===== src/rtl/srtf_pkg.sv =====
// Shared constants, types and encodings for the SRTF burst scheduler.
package srtf_pkg;

    localparam int TASK_COUNT = 5;
    localparam int BURST_BITS = 8;
    localparam int CNT_W      = BURST_BITS + 3;
    localparam int IDX_W      = (TASK_COUNT > 1) ? $clog2(TASK_COUNT) : 1;
    localparam int SLOT_W     = 3;
    localparam int FIELD_W    = 8;
    localparam int RUN_W      = 3;
    localparam int MASK_W     = 5;
    localparam int CMP_W      = (IDX_W > SLOT_W) ? IDX_W : SLOT_W;

    localparam logic OP_LOAD = 1'b0;
    localparam logic OP_TICK = 1'b1;

    typedef enum logic [1:0] {
        ST_EMPTY = 2'd0,
        ST_READY = 2'd1,
        ST_IO    = 2'd2,
        ST_DONE  = 2'd3
    } t_status;

    typedef enum logic [1:0] {
        S_IDLE   = 2'd0,
        S_SCAN   = 2'd1,
        S_UPDATE = 2'd2,
        S_REPORT = 2'd3
    } t_state;

    typedef struct packed {
        logic [BURST_BITS-1:0] cpu1;
        logic [BURST_BITS-1:0] cpu2;
        logic [BURST_BITS-1:0] cpu3;
        logic [BURST_BITS-1:0] io1;
        logic [BURST_BITS-1:0] io2;
        logic [BURST_BITS-1:0] io3;
    } t_bursts;

    typedef struct packed {
        logic             valid;
        logic [IDX_W-1:0] idx;
        logic [CNT_W-1:0] rem;
    } t_tok;

    typedef struct packed {
        logic              load;
        logic [SLOT_W-1:0] slot;
        logic              upd;
        logic              sel_valid;
        logic [IDX_W-1:0]  sel_idx;
    } t_ctl;

endpackage


===== src/rtl/srtf_burst_scheduler.sv =====
// Top level: command sequencer, row of task cells and status mask collection.
// A load beat returns its result in the cycle after acceptance; busy is high for 1 cycle.
// A tick beat returns its result once the selection token has walked the row of cells,
// one cell per cycle, followed by the update state and then the report state.
// One beat at a time; the result strobe lasts one cycle and cannot be stalled.
// Synchronous active-low reset empties every task and clears every count.
module srtf_burst_scheduler (
    input  logic                        i_clk,
    input  logic                        i_rst_n,
    input  logic                        start,
    output logic                        busy,
    input  logic                        i_opcode,
    input  logic [srtf_pkg::SLOT_W-1:0] i_task_slot,
    input  logic [srtf_pkg::FIELD_W-1:0] i_cpu_first,
    input  logic [srtf_pkg::FIELD_W-1:0] i_cpu_second,
    input  logic [srtf_pkg::FIELD_W-1:0] i_cpu_third,
    input  logic [srtf_pkg::FIELD_W-1:0] i_io_first,
    input  logic [srtf_pkg::FIELD_W-1:0] i_io_second,
    input  logic [srtf_pkg::FIELD_W-1:0] i_io_third,
    output logic                        o_result_valid,
    output logic [srtf_pkg::RUN_W-1:0]  o_running_task,
    output logic [srtf_pkg::MASK_W-1:0] o_ready_mask,
    output logic [srtf_pkg::MASK_W-1:0] o_io_mask,
    output logic [srtf_pkg::MASK_W-1:0] o_finished_mask,
    output logic                        o_all_done
);

    srtf_pkg::t_state             r_state, n_state;
    logic [srtf_pkg::IDX_W-1:0]   r_cnt, n_cnt;
    logic [srtf_pkg::RUN_W-1:0]   r_running, n_running;

    srtf_pkg::t_ctl     ctl;
    srtf_pkg::t_bursts  bursts;
    srtf_pkg::t_tok     tok [srtf_pkg::TASK_COUNT+1];
    srtf_pkg::t_status  status [srtf_pkg::TASK_COUNT];
    logic               accept;

    assign accept = start && (r_state == srtf_pkg::S_IDLE);

    assign bursts.cpu1 = srtf_pkg::BURST_BITS'(i_cpu_first);
    assign bursts.cpu2 = srtf_pkg::BURST_BITS'(i_cpu_second);
    assign bursts.cpu3 = srtf_pkg::BURST_BITS'(i_cpu_third);
    assign bursts.io1  = srtf_pkg::BURST_BITS'(i_io_first);
    assign bursts.io2  = srtf_pkg::BURST_BITS'(i_io_second);
    assign bursts.io3  = srtf_pkg::BURST_BITS'(i_io_third);

    assign tok[0] = '0;

    for (genvar g = 0; g < srtf_pkg::TASK_COUNT; g++) begin : g_cell
        srtf_cell u_cell (
            .i_clk    (i_clk),
            .i_rst_n  (i_rst_n),
            .i_idx    (srtf_pkg::IDX_W'(g)),
            .i_ctl    (ctl),
            .i_bursts (bursts),
            .i_tok    (tok[g]),
            .o_tok    (tok[g+1]),
            .o_status (status[g])
        );
    end

    always_comb begin
        n_state = r_state;
        unique case (r_state)
            srtf_pkg::S_IDLE: begin
                if (start) begin
                    n_state = (i_opcode == srtf_pkg::OP_TICK) ? srtf_pkg::S_SCAN
                                                              : srtf_pkg::S_REPORT;
                end
            end
            srtf_pkg::S_SCAN: begin
                if (r_cnt == srtf_pkg::IDX_W'(srtf_pkg::TASK_COUNT - 1)) begin
                    n_state = srtf_pkg::S_UPDATE;
                end
            end
            srtf_pkg::S_UPDATE: n_state = srtf_pkg::S_REPORT;
            srtf_pkg::S_REPORT: n_state = srtf_pkg::S_IDLE;
            default:            n_state = srtf_pkg::S_IDLE;
        endcase
    end

    always_comb begin
        n_cnt     = r_cnt;
        n_running = r_running;
        if (r_state == srtf_pkg::S_IDLE) begin
            n_cnt = '0;
            if (start) begin
                n_running = '0;
            end
        end else if (r_state == srtf_pkg::S_SCAN) begin
            n_cnt = r_cnt + 1'b1;
        end else if (r_state == srtf_pkg::S_UPDATE) begin
            n_running = tok[srtf_pkg::TASK_COUNT].valid ?
                        srtf_pkg::RUN_W'(int'(tok[srtf_pkg::TASK_COUNT].idx) + 1) : '0;
        end
    end

    always_comb begin
        busy           = (r_state != srtf_pkg::S_IDLE);
        o_result_valid = (r_state == srtf_pkg::S_REPORT);
        ctl.load       = accept && (i_opcode == srtf_pkg::OP_LOAD) &&
                         (int'(i_task_slot) < srtf_pkg::TASK_COUNT);
        ctl.slot       = i_task_slot;
        ctl.upd        = (r_state == srtf_pkg::S_UPDATE);
        ctl.sel_valid  = tok[srtf_pkg::TASK_COUNT].valid;
        ctl.sel_idx    = tok[srtf_pkg::TASK_COUNT].idx;
    end

    always_ff @(posedge i_clk) begin
        if (!i_rst_n) begin
            r_state   <= srtf_pkg::S_IDLE;
            r_cnt     <= '0;
            r_running <= '0;
        end else begin
            r_state   <= n_state;
            r_cnt     <= n_cnt;
            r_running <= n_running;
        end
    end

    always_comb begin
        logic loaded;
        logic active;
        loaded          = 1'b0;
        active          = 1'b0;
        o_ready_mask    = '0;
        o_io_mask       = '0;
        o_finished_mask = '0;
        for (int i = 0; i < srtf_pkg::TASK_COUNT; i++) begin
            if (status[i] != srtf_pkg::ST_EMPTY) begin
                loaded = 1'b1;
            end
            if (status[i] == srtf_pkg::ST_READY || status[i] == srtf_pkg::ST_IO) begin
                active = 1'b1;
            end
            if (i < srtf_pkg::MASK_W) begin
                o_ready_mask[i]    = (status[i] == srtf_pkg::ST_READY);
                o_io_mask[i]       = (status[i] == srtf_pkg::ST_IO);
                o_finished_mask[i] = (status[i] == srtf_pkg::ST_DONE);
            end
        end
        o_all_done = loaded && !active;
    end

    assign o_running_task = r_running;

endmodule


===== src/rtl/srtf_cell.sv =====
// One task cell: holds a task's bounds, count and status, passes the selection token on.
module srtf_cell (
    input  logic                    i_clk,
    input  logic                    i_rst_n,
    input  logic [srtf_pkg::IDX_W-1:0] i_idx,
    input  srtf_pkg::t_ctl          i_ctl,
    input  srtf_pkg::t_bursts       i_bursts,
    input  srtf_pkg::t_tok          i_tok,
    output srtf_pkg::t_tok          o_tok,
    output srtf_pkg::t_status       o_status
);

    logic [srtf_pkg::CNT_W-1:0] r_b1, r_b2, r_b3, r_t1, r_t12, r_tot;
    logic [srtf_pkg::CNT_W-1:0] r_count, n_count;
    srtf_pkg::t_status          r_status, n_status;
    srtf_pkg::t_tok             r_tok, n_tok;

    logic [srtf_pkg::CNT_W-1:0] l_b1, l_t1, l_b2, l_t12, l_b3, l_tot;
    logic [srtf_pkg::CNT_W-1:0] rem;
    logic [srtf_pkg::CNT_W-1:0] e_end, f_end, c1, c2;
    logic                       load_hit, run_hit;

    assign load_hit = i_ctl.load &&
                      (srtf_pkg::CMP_W'(i_ctl.slot) == srtf_pkg::CMP_W'(i_idx));
    assign run_hit  = i_ctl.upd && i_ctl.sel_valid && (i_ctl.sel_idx == i_idx);

    assign l_b1  = srtf_pkg::CNT_W'(i_bursts.cpu1);
    assign l_t1  = l_b1  + srtf_pkg::CNT_W'(i_bursts.io1);
    assign l_b2  = l_t1  + srtf_pkg::CNT_W'(i_bursts.cpu2);
    assign l_t12 = l_b2  + srtf_pkg::CNT_W'(i_bursts.io2);
    assign l_b3  = l_t12 + srtf_pkg::CNT_W'(i_bursts.cpu3);
    assign l_tot = l_b3  + srtf_pkg::CNT_W'(i_bursts.io3);

    assign rem = r_tot - r_count;
    assign c1  = r_count + srtf_pkg::CNT_W'(1);
    assign c2  = r_count + srtf_pkg::CNT_W'(2);

    always_comb begin
        priority if (r_count < r_b1) begin
            e_end = r_b1;
        end else if (r_count < r_b2) begin
            e_end = r_b2;
        end else begin
            e_end = r_b3;
        end
        priority if (r_count < r_b2) begin
            f_end = r_t1;
        end else if (r_count < r_b3) begin
            f_end = r_t12;
        end else begin
            f_end = r_tot;
        end
    end

    always_comb begin
        n_count  = r_count;
        n_status = r_status;
        priority if (load_hit) begin
            n_count  = '0;
            n_status = srtf_pkg::ST_READY;
        end else if (run_hit) begin
            n_count  = (c1 >= e_end) ? c1 : c2;
            n_status = (n_count >= e_end) ? srtf_pkg::ST_IO : srtf_pkg::ST_READY;
        end else if (i_ctl.upd && r_status == srtf_pkg::ST_IO) begin
            priority if (c1 >= f_end) begin
                n_count  = c1;
                n_status = (c1 < r_b3) ? srtf_pkg::ST_READY : srtf_pkg::ST_DONE;
            end else if (c2 >= f_end) begin
                n_count  = c2;
                n_status = (c2 < r_b3) ? srtf_pkg::ST_READY : srtf_pkg::ST_DONE;
            end else begin
                n_count  = c2;
            end
        end
    end

    always_comb begin
        n_tok = i_tok;
        if (r_status == srtf_pkg::ST_READY && (!i_tok.valid || rem < i_tok.rem)) begin
            n_tok.valid = 1'b1;
            n_tok.idx   = i_idx;
            n_tok.rem   = rem;
        end
    end

    always_ff @(posedge i_clk) begin
        if (!i_rst_n) begin
            r_status <= srtf_pkg::ST_EMPTY;
            r_count  <= '0;
            r_tok    <= '0;
        end else begin
            r_status <= n_status;
            r_count  <= n_count;
            r_tok    <= n_tok;
        end
    end

    always_ff @(posedge i_clk) begin
        if (load_hit) begin
            r_b1  <= l_b1;
            r_t1  <= l_t1;
            r_b2  <= l_b2;
            r_t12 <= l_t12;
            r_b3  <= l_b3;
            r_tot <= l_tot;
        end
    end

    assign o_tok    = r_tok;
    assign o_status = r_status;

endmodule

===== config.mk =====
export PLATFORM = sky130hd
export DESIGN_NAME = srtf_burst_scheduler
export DESIGN_NICKNAME = d
export VERILOG_FILES = /design/src/rtl/srtf_pkg.sv /design/src/rtl/srtf_burst_scheduler.sv /design/src/rtl/srtf_cell.sv
export SDC_FILE = /design/constraint.sdc
export NUM_CORES = 1
export LEC_CHECK = 0
export BUFFER_PORTS_ARGS = -buffer_cell sky130_fd_sc_hd__buf_4
export CAP_MARGIN = 20
export CORE_MARGIN = 3
export CORE_UTILIZATION = 45
export CTS_BUF_LIST = sky130_fd_sc_hd__clkbuf_8
export DETAILED_ROUTE_END_ITERATION = 12
export GPL_ROUTABILITY_DRIVEN = 0
export PLACE_DENSITY = 0.64
export REMOVE_ABC_BUFFERS = 1
export SKIP_LAST_GASP = 1
export SLEW_MARGIN = 15
export SYNTH_ARGS = -nofsm -noshare
export SYNTH_HDL_FRONTEND = slang
export SYNTH_SLANG_ARGS = --single-unit
export TNS_END_PERCENT = 50

===== constraint.sdc =====
create_clock -name i_clk -period 8.65 [get_ports i_clk]
set_input_delay 2.1625 -clock i_clk [delete_from_list [all_inputs] [get_ports i_clk]]
set_output_delay 2.1625 -clock i_clk [all_outputs]
set_load 0.1 [all_outputs]

==> results of run 1 <==
[cells in the mapped netlist, types with 32 or more instances]
| cell | n |
|---|---|
| sky130_fd_sc_hd__inv_1 | 334 |
| sky130_fd_sc_hd__edfxtp_1 | 300 |
| sky130_fd_sc_hd__ha_1 | 624 |
| sky130_fd_sc_hd__nand2b_1 | 33 |
| sky130_fd_sc_hd__mux2_2 | 48 |
| sky130_fd_sc_hd__a211oi_1 | 44 |
| sky130_fd_sc_hd__nor3_1 | 42 |
| sky130_fd_sc_hd__o21a_1 | 73 |
| sky130_fd_sc_hd__o211ai_1 | 32 |
| sky130_fd_sc_hd__o21ai_0 | 133 |
| sky130_fd_sc_hd__dfxtp_1 | 130 |
| sky130_fd_sc_hd__nor2_1 | 217 |
| sky130_fd_sc_hd__nand3_1 | 51 |
| sky130_fd_sc_hd__xnor2_1 | 153 |
| sky130_fd_sc_hd__a21o_1 | 100 |
| sky130_fd_sc_hd__xor2_1 | 38 |
| sky130_fd_sc_hd__nand2_1 | 173 |
| sky130_fd_sc_hd__clkbuf_1 | 47 |
| sky130_fd_sc_hd__mux2i_1 | 187 |
| sky130_fd_sc_hd__a21oi_1 | 196 |
[worst max path at each step]
stage | slack (ns) | depth (start not counted) | startpoint | end
4_1_cts | 0.99 | 26 | i_cpu_first[0] | g_cell[2].u_cell.r_tot[10]$_DFFE_PP_
2_1_floorplan | 1.02 | 25 | i_cpu_first[0] | g_cell[0].u_cell.r_tot[10]$_DFFE_PP_
3_3_place_gp | 0.41 | 26 | i_cpu_first[0] | g_cell[1].u_cell.r_tot[10]$_DFFE_PP_
5_1_grt | 0.36 | 26 | i_cpu_first[0] | g_cell[0].u_cell.r_tot[10]$_DFFE_PP_
6_report | 0.90 | 26 | i_cpu_first[0] | g_cell[0].u_cell.r_tot[10]$_DFFE_PP_
3_5_place_dp | 0.25 | 26 | i_cpu_first[0] | g_cell[1].u_cell.r_tot[10]$_DFFE_PP_
[metrics by stage]
| stage | hold WS [ns] | utilization (%) | worst slack, ns | total power [mW] | instances |
|---|---|---|---|---|---|
| after floorplan | 0.402 | - | 1.02 | 3.99 | 3309 |
| after global placement | 0.416 | 48.5 | 0.412 | 4.96 | 4399 |
| after detailed placement | 0.434 | 48.5 | 0.247 | 5.01 | 4399 |
| after CTS | 0.426 | 50.9 | 0.991 | 7.27 | 4548 |
| after global routing | 0.452 | 50.9 | 0.359 | 7.56 | 4549 |
| final | 0.440 | 50.9 | 0.897 | 7.29 | 4550 |
[power by group]
| group | switching, mW | leakage [nW] | internal, mW |
|---|---|---|---|
| Sequential | 0.0578 | 3.76 | 2.71 |
| Clock | 0.994 | 0.956 | 1.25 |
| Combinational | 1.60 | 12.0 | 0.678 |
| Total | 2.65 | 16.7 | 4.64 |
[tightest hold or removal path, delay by kind of cell (launching register included)]
kind | cells | cell delay (ns)
DFF | 1 | 0.31
and+or+nand+nor | 2 | 0.10
[cell families (layout without fill, tap and decap cells)]
logic type	after synthesis	after routing
AND/OR/NAND/NOR	674	674
multiplexers	261	261
XOR/XNOR	192	192
adder cells (fa/ha/maj)	634	634
buffers and inverters	419	622
AO/OA/AOI/OAI	777	777
other	0	1
flip-flops	430	430
[final cells by class]
type | instances | share of cell area [%]
repair buffers | 132 | 2.64
clock inverters | 62 | 1.56
diodes | 1 | 0.00667
clock buffers | 87 | 3.19
flip-flops and latches | 430 | 30.9
inverters | 341 | 3.41
multi-input cells | 2538 | 55.1
well taps | 959 | 3.20
[sequential cells by signal (all words and copies together) (netlist names)]
| signal | flops |
|---|---|
| r_cnt | 3 |
| g_cell.u_cell.r_b2 | 50 |
| r_state | 2 |
| g_cell.u_cell.r_t12 | 55 |
| o_running_task | 3 |
| g_cell.u_cell.o_tok | 57 |
| g_cell.u_cell.r_b1 | 40 |
| g_cell.u_cell.r_b3 | 55 |
| g_cell.u_cell.r_t1 | 45 |
| g_cell.u_cell.r_count | 55 |
| g_cell.u_cell.r_tot | 55 |
| g_cell.u_cell.o_status | 10 |
[layout by cell type (no fill, tap or decap), types with 25 or more instances in the layout]
| cell type | n |
|---|---|
| sky130_fd_sc_hd__xor2_1 | 38 |
| sky130_fd_sc_hd__o211ai_1 | 32 |
| sky130_fd_sc_hd__nor2_1 | 217 |
| sky130_fd_sc_hd__nor2b_1 | 31 |
| sky130_fd_sc_hd__o21a_1 | 73 |
| sky130_fd_sc_hd__nand2_1 | 173 |
| sky130_fd_sc_hd__o21ai_0 | 132 |
| sky130_fd_sc_hd__edfxtp_1 | 300 |
| sky130_fd_sc_hd__a21oi_1 | 196 |
| sky130_fd_sc_hd__buf_4 | 132 |
| sky130_fd_sc_hd__a211oi_1 | 44 |
| sky130_fd_sc_hd__and3_1 | 30 |
| sky130_fd_sc_hd__mux2i_1 | 187 |
| sky130_fd_sc_hd__a21o_1 | 100 |
| sky130_fd_sc_hd__clkbuf_8 | 87 |
| sky130_fd_sc_hd__nand2b_1 | 33 |
| sky130_fd_sc_hd__xnor2_1 | 153 |
| sky130_fd_sc_hd__nand3_1 | 51 |
| sky130_fd_sc_hd__mux2_2 | 48 |
| sky130_fd_sc_hd__mux2_1 | 25 |
| sky130_fd_sc_hd__o21bai_1 | 26 |
| sky130_fd_sc_hd__inv_1 | 343 |
| sky130_fd_sc_hd__nor3_1 | 42 |
| sky130_fd_sc_hd__dfxtp_1 | 130 |
| sky130_fd_sc_hd__o21ai_1 | 28 |
| sky130_fd_sc_hd__ha_1 | 624 |
[routing by layer]
metal  vias up  global-route usage [%]  part of all wire (%)
met5         -                       0                     0
met4         0                    11.0                   4.2
met3       206                    4.75                   9.0
met2      1148                    41.7                    42
met1     12600                    40.0                    44
li1      12700                       -                     -
==> qor.tcl, run 1 <==
set qor(antenna_violations_before_repair) 5
set qor(grt_max_degree) 64
set qor(synth_top_area_share_pct) 26.6
set qor(hold-path-endpoint) {g_cell[2].u_cell.o_tok[11]$_SDFF_PP0_}
set qor(synthMuxAreaShare_pct) 8.00
set qor(min_cycle_time_layout_ns) 7.75
set qor(timing.critical_path.fanout_max) 7
set qor(dpl_cell_area_mm2) 0.0357
set qor(multi_input_area_mm2) 0.0207
set qor(tritoncts_num_sinks) 430
set qor(outcome) {complete, no violations}
set qor(fp.dieArea_mm2) 0.0786
set qor(post_synth_and_or_nand_nor_area_fraction_pct) 9.39
set qor(avgRoutedWirePerCell_um) 24.3
set qor(yosysWarningCount) 0
set qor(antenna_left) 0
set qor(io_buffer_count) 75
set qor(area_delta_synth_final_pct) 10.8
set qor(worst_path_max_delay_cell) {sky130_fd_sc_hd__xor2_1}
set qor(fin_crit_sh_pct) 89.6
set qor(filler_cell_count) 6726
set qor(yosys.cell_types.count) 79
set qor(ff2ff_setup_slack_ns) 1.88
set qor(cts.clk_slew.worst_paths_ns) 0.06
set qor(layout_cell_share_with_drive_strength_beyond_1_pct) 9.50
set qor(final.setup.tns_ns) 0
set qor(drc_viols) 0
set qor(timing_worst_setup_path_type) {input port to flip-flop}
set qor(vias_per_cell) 5.85
set qor(hold_violations) 0
set qor(cts_made_buffers) 80
set qor(crit_path_end_kind) {flip-flop}
set qor(timing.critical_path.mode_cell) {sky130_fd_sc_hd__ha_1}
set qor(number_of_synthesized_flops_with_an_enable_pin) 300
set qor(min_path_cells) 2
set qor(p_per_area_mw_per_mm2) 194
set qor(finish.instance_area_mm2) 0.0375
set qor(critPathTopFamily) {compound AO/OA/AOI/OAI gates}
set qor(detailedPlacementHpwl_mm) 84.2
set qor(critical_path_arrival_ns) 8.21
set qor(placeableCoreArea_mm2) 0.0737
set qor(cts.repair_timing.setup_buffer_count) 0
set qor(reg2reg_depth) 26
set qor(achievable-frequency_ghz) 0.129
set qor(drt-pass1-iter-count) 6
set qor(leakage_nw) 16.7
set qor(largest_family_of_logic_cells_by_synthesized_area) {adder cells}
set qor(post_synth_instance_area_mm2) 0.0339
set qor(hold_path.startpoint) {g_cell[1].u_cell.o_tok[11]$_SDFF_PN0_}
set qor(worstReg2RegEnd) {g_cell[1].u_cell.o_status[0]$_SDFFE_PN0P_}
set qor(sequential_cell_area_in_the_final_layout_mm2) 0.0116
set qor(fin_skew_ns) 0.0410
set qor(setup_violations) 0
set qor(grt_pass1_vias) 25000
set qor(synth.top_cells.by_area) {sky130_fd_sc_hd__edfxtp_1 (27%), sky130_fd_sc_hd__ha_1 (23%), sky130_fd_sc_hd__dfxtp_1 (7.7%), sky130_fd_sc_hd__mux2i_1 (5.5%), sky130_fd_sc_hd__xnor2_1 (4.0%)}
set qor(share_of_the_synthesized_netlist_area_taken_by_xor_and_xnor_gates_pct) 4.99
set qor(clock_tree.buffer_depth) 3
set qor(synth_compound_gate_area_share_pct) 14.9
set qor(critPathLaunchType) {input port}
set qor(crit_buf_inv) 1
set qor(globalRoute.totalOverflow) 0
set qor(post_cts_hold_buffer_count) 0
set qor(die_h_um) 280
set qor(worst_pin_slew_ns) 1.14
set qor(timing.critical_path.required_ns) 9.11
set qor(routed-via-count) 26600
set qor(synth-adder-area-share_pct) 23.6
set qor(route.final.wire_length_mm) 110
set qor(detail_route.iter0.violations) 2767
set qor(synth_async_sr_flop_share_pct) 0
set qor(htreeDepth) 3
set qor(vdd.ir_drop.worst_mv) 0.271
set qor(design.portCount) 76
set qor(global_route_wire_length_before_repair_mm) 163
set qor(post-synth-top-area-cell) {sky130_fd_sc_hd__edfxtp_1}
set qor(clkLatencyLatePin_ns) 0.71
set qor(slew-limit-headroom_pct) 23.6
set qor(synthesis.instances) 3387
set qor(synth_top_flop_cell) {sky130_fd_sc_hd__edfxtp_1}
set qor(layout.nets) 4212
set qor(tritoncts_clock_tree) {built}
set qor(startpoint_of_the_lowest_slack_register_to_register_path) {g_cell[1].u_cell.r_count[1]$_SDFFE_PP0P_}
set qor(drv_cap) 0
set qor(die_width_um) 280
set qor(post_cts_resized) 0
set qor(initial_utilization_pct) 46.0
set qor(rsz0062_at_grt) {false}
set qor(placement_rows) 99
set qor(min_path_type) {flip-flop to flip-flop}
set qor(synth-seq-area-share_pct) 34.3
set qor(track_usage_pct) 27.9
set qor(ys_seq_elements) 430
set qor(post_synth.cell_area_avg_um2) 10.0
set qor(cpPeakStageDelay_ns) 0.50
set qor(cts_root_buf) {sky130_fd_sc_hd__clkbuf_8}
set qor(total_count_of_max_transition_violations_in_the_final_report) 0
Note: power is estimated with default switching activity, not from simulation.
==> run 2, diff against run 1 <==
--- a/config.mk
+++ b/config.mk
@@ -9,7 +9,6 @@
 export CAP_MARGIN = 20
 export CORE_MARGIN = 3
 export CORE_UTILIZATION = 45
-export CTS_BUF_LIST = sky130_fd_sc_hd__clkbuf_8
 export DETAILED_ROUTE_END_ITERATION = 12
 export GPL_ROUTABILITY_DRIVEN = 0
 export PLACE_DENSITY = 0.64
==> qor.tcl, run 2 (same netlist as run 1, synthesis figures left out) <==
set qor(outcome) {complete, no violations} ;# unchanged
set qor(crit_path_end_kind) {flip-flop} ;# unchanged
set qor(critical_path_arrival_ns) 8.14 ;# was 8.21 ns
set qor(timing.critical_path.required_ns) 9.06 ;# was 9.11 ns
set qor(layout.nets) 4182 ;# was 4212
set qor(min_path_type) {flip-flop to flip-flop} ;# unchanged
set qor(vdd.ir_drop.worst_mv) 0.278 ;# was 0.271 mV
set qor(io_buffer_count) 75 ;# unchanged
set qor(rsz0062_at_grt) {false} ;# unchanged
set qor(initial_utilization_pct) 46.0 ;# unchanged
set qor(timing.critical_path.fanout_max) 7 ;# unchanged
set qor(design.portCount) 76 ;# unchanged
set qor(tritoncts_num_sinks) 430 ;# unchanged
set qor(post-route-worst-setup-slack_ns) 0.924 ;# was 0.897 ns
set qor(grt_max_degree) 64 ;# unchanged
set qor(drv_cap) 0 ;# unchanged
set qor(final_common_cell) {sky130_fd_sc_hd__ha_1} ;# unchanged
set qor(clkLatencyLatePin_ns) 0.64 ;# was 0.71 ns
set qor(achievable-frequency_ghz) 0.129 ;# about the same
set qor(slew-limit-headroom_pct) 25.5 ;# was 23.6%
set qor(area_delta_synth_final_pct) 10.6 ;# was 10.8%
set qor(layout_cell_share_with_drive_strength_beyond_1_pct) 8.43 ;# was 9.50%
set qor(track_usage_pct) 27.6 ;# was 27.9%
set qor(antenna_diode_instance_count) 0 ;# was 1
set qor(vias_per_cell) 5.84 ;# was 5.85
set qor(drt-pass1-iter-count) 6 ;# unchanged
set qor(clock_tree.buffer_depth) 3 ;# unchanged
set qor(placement_rows) 99 ;# unchanged
set qor(timing_worst_setup_path_type) {input port to flip-flop} ;# unchanged
set qor(hold_slack_ns) 0.441 ;# was 0.440 ns
set qor(cts.repair_timing.setup_buffer_count) 0 ;# unchanged
set qor(worst_pin_slew_ns) 1.11 ;# was 1.14 ns
set qor(htreeDepth) 2 ;# was 3
set qor(worstSetupPathDepth) 26 ;# unchanged
set qor(detail_route.iter0.violations) 2784 ;# was 2767
set qor(cpPeakStageDelay_ns) 0.50 ;# about the same
set qor(fin_crit_sh_pct) 89.3 ;# was 89.6%
set qor(grt_pass1_vias) 24700 ;# was 25000
set qor(cts.clk_slew.worst_paths_ns) 0.06 ;# about the same
set qor(timing.critical_path.mode_cell) {sky130_fd_sc_hd__ha_1} ;# unchanged
set qor(fin_skew_ns) 0.0482 ;# was 0.0410 ns
set qor(route.final.wire_length_mm) 110 ;# about the same
set qor(global_route_wire_length_before_repair_mm) 161 ;# was 163 mm
set qor(leakage_nw) 16.6 ;# was 16.7 nW
set qor(detailedPlacementHpwl_mm) 84.2 ;# unchanged
set qor(reg2reg_depth) 24 ;# was 26
set qor(ff2ff_setup_slack_ns) 1.82 ;# was 1.88 ns
set qor(critPathTopFamily) {compound AO/OA/AOI/OAI gates} ;# unchanged
set qor(die_h_um) 280 ;# unchanged
set qor(min_cycle_time_layout_ns) 7.73 ;# was 7.75 ns
set qor(avgRoutedWirePerCell_um) 24.4 ;# was 24.3 µm
set qor(total_count_of_max_transition_violations_in_the_final_report) 0 ;# unchanged
set qor(placeableCoreArea_mm2) 0.0737 ;# unchanged
set qor(worst_path_max_delay_cell) {sky130_fd_sc_hd__xor2_1} ;# unchanged
set qor(hold_violations) 0 ;# unchanged
set qor(antenna_left) 0 ;# unchanged
set qor(tritoncts_clock_tree) {built} ;# unchanged
set qor(post_cts_resized) 0 ;# unchanged
set qor(post_cts_hold_buffer_count) 0 ;# unchanged
set qor(min_path_cells) 2 ;# unchanged
set qor(setup_violations) 0 ;# unchanged
set qor(p_per_area_mw_per_mm2) 194 ;# about the same
set qor(cts_root_buf) {sky130_fd_sc_hd__clkbuf_16} ;# was sky130_fd_sc_hd__clkbuf_8
set qor(final_cell_mix) {sky130_fd_sc_hd__ha_1 (624), sky130_fd_sc_hd__inv_1 (329), sky130_fd_sc_hd__edfxtp_1 (300)} ;# was sky130_fd_sc_hd__ha_1 (624), sky130_fd_sc_hd__inv_1 (343), sky130_fd_sc_hd__edfxtp_1 (300)
set qor(routed-via-count) 26200 ;# was 26600
set qor(place_worst_setup_slack_ns) 0.247 ;# unchanged
set qor(globalRoute.totalOverflow) 0 ;# unchanged
set qor(critPathLaunchType) {input port} ;# unchanged
set qor(cts_made_buffers) 50 ;# was 80
set qor(final.setup.tns_ns) 0 ;# unchanged
set qor(die_width_um) 280 ;# unchanged
set qor(crit_buf_inv) 1 ;# unchanged
set qor(fp.dieArea_mm2) 0.0786 ;# unchanged
set qor(flip_flop_count_of_the_largest_register_all_copies_and_words_added) 57 ;# unchanged
set qor(drc_viols) 0 ;# unchanged
set qor(antenna_violations_before_repair) 7 ;# was 5
==> run 2: cell type report <==
| cell class | instances | area (µm²) |
|---|---|---|
| clock buffer | 61 | 1310 |
| fill | 6705 | 36300 |
| timing repair buffer | 132 | 991 |
| multi-input combinational | 2538 | 20700 |
| inverter | 341 | 1280 |
| sequential | 430 | 11600 |
| tap | 959 | 1200 |
| clock inverter | 33 | 377 |
==> run 2: through the flow <==
stage                     instance area [µm²]  cells  util (%)  power [mW]
after floorplan                         33500   3309         -        3.99
after global placement                  35700   4399      48.5        4.96
after detailed placement                35700   4399      48.5        5.01
after CTS                               37400   4493      50.8        7.22
after global routing                    37400   4494      50.8        7.51
final                                   37400   4494      50.8        7.25
==> run 2: worst paths after layout <==
check	startpoint	end
setup / recovery	i_cpu_first[0]	g_cell[2].u_cell.r_tot[10]$_DFFE_PP_
setup reg to reg	g_cell[1].u_cell.r_count[1]$_SDFFE_PP0P_	g_cell[1].u_cell.o_status[0]$_SDFFE_PN0P_
hold / removal	g_cell[1].u_cell.o_tok[11]$_SDFF_PN0_	g_cell[2].u_cell.o_tok[11]$_SDFF_PP0_
hold reg to reg	g_cell[1].u_cell.o_tok[11]$_SDFF_PN0_	g_cell[2].u_cell.o_tok[11]$_SDFF_PP0_
==> run 2: tightest hold or removal path: stages, from the launching register on <==
cell                      delay [ns]
sky130_fd_sc_hd__dfxtp_1        0.31
sky130_fd_sc_hd__nand2_1        0.06
sky130_fd_sc_hd__nor2_1         0.04
==> run 2: per-layer routing <==
metal	track usage, %	routed length, µm
met5	0	0
met2	41.3	46100
met4	10.8	4700
met1	39.6	48100
met3	5.07	10700
==> run 2: where the power goes <==
part	switching (mW)	total, mW	internal (mW)
sequential	0.0573	2.77	2.71
clock	0.955	2.20	1.25
combinational	1.60	2.27	0.678
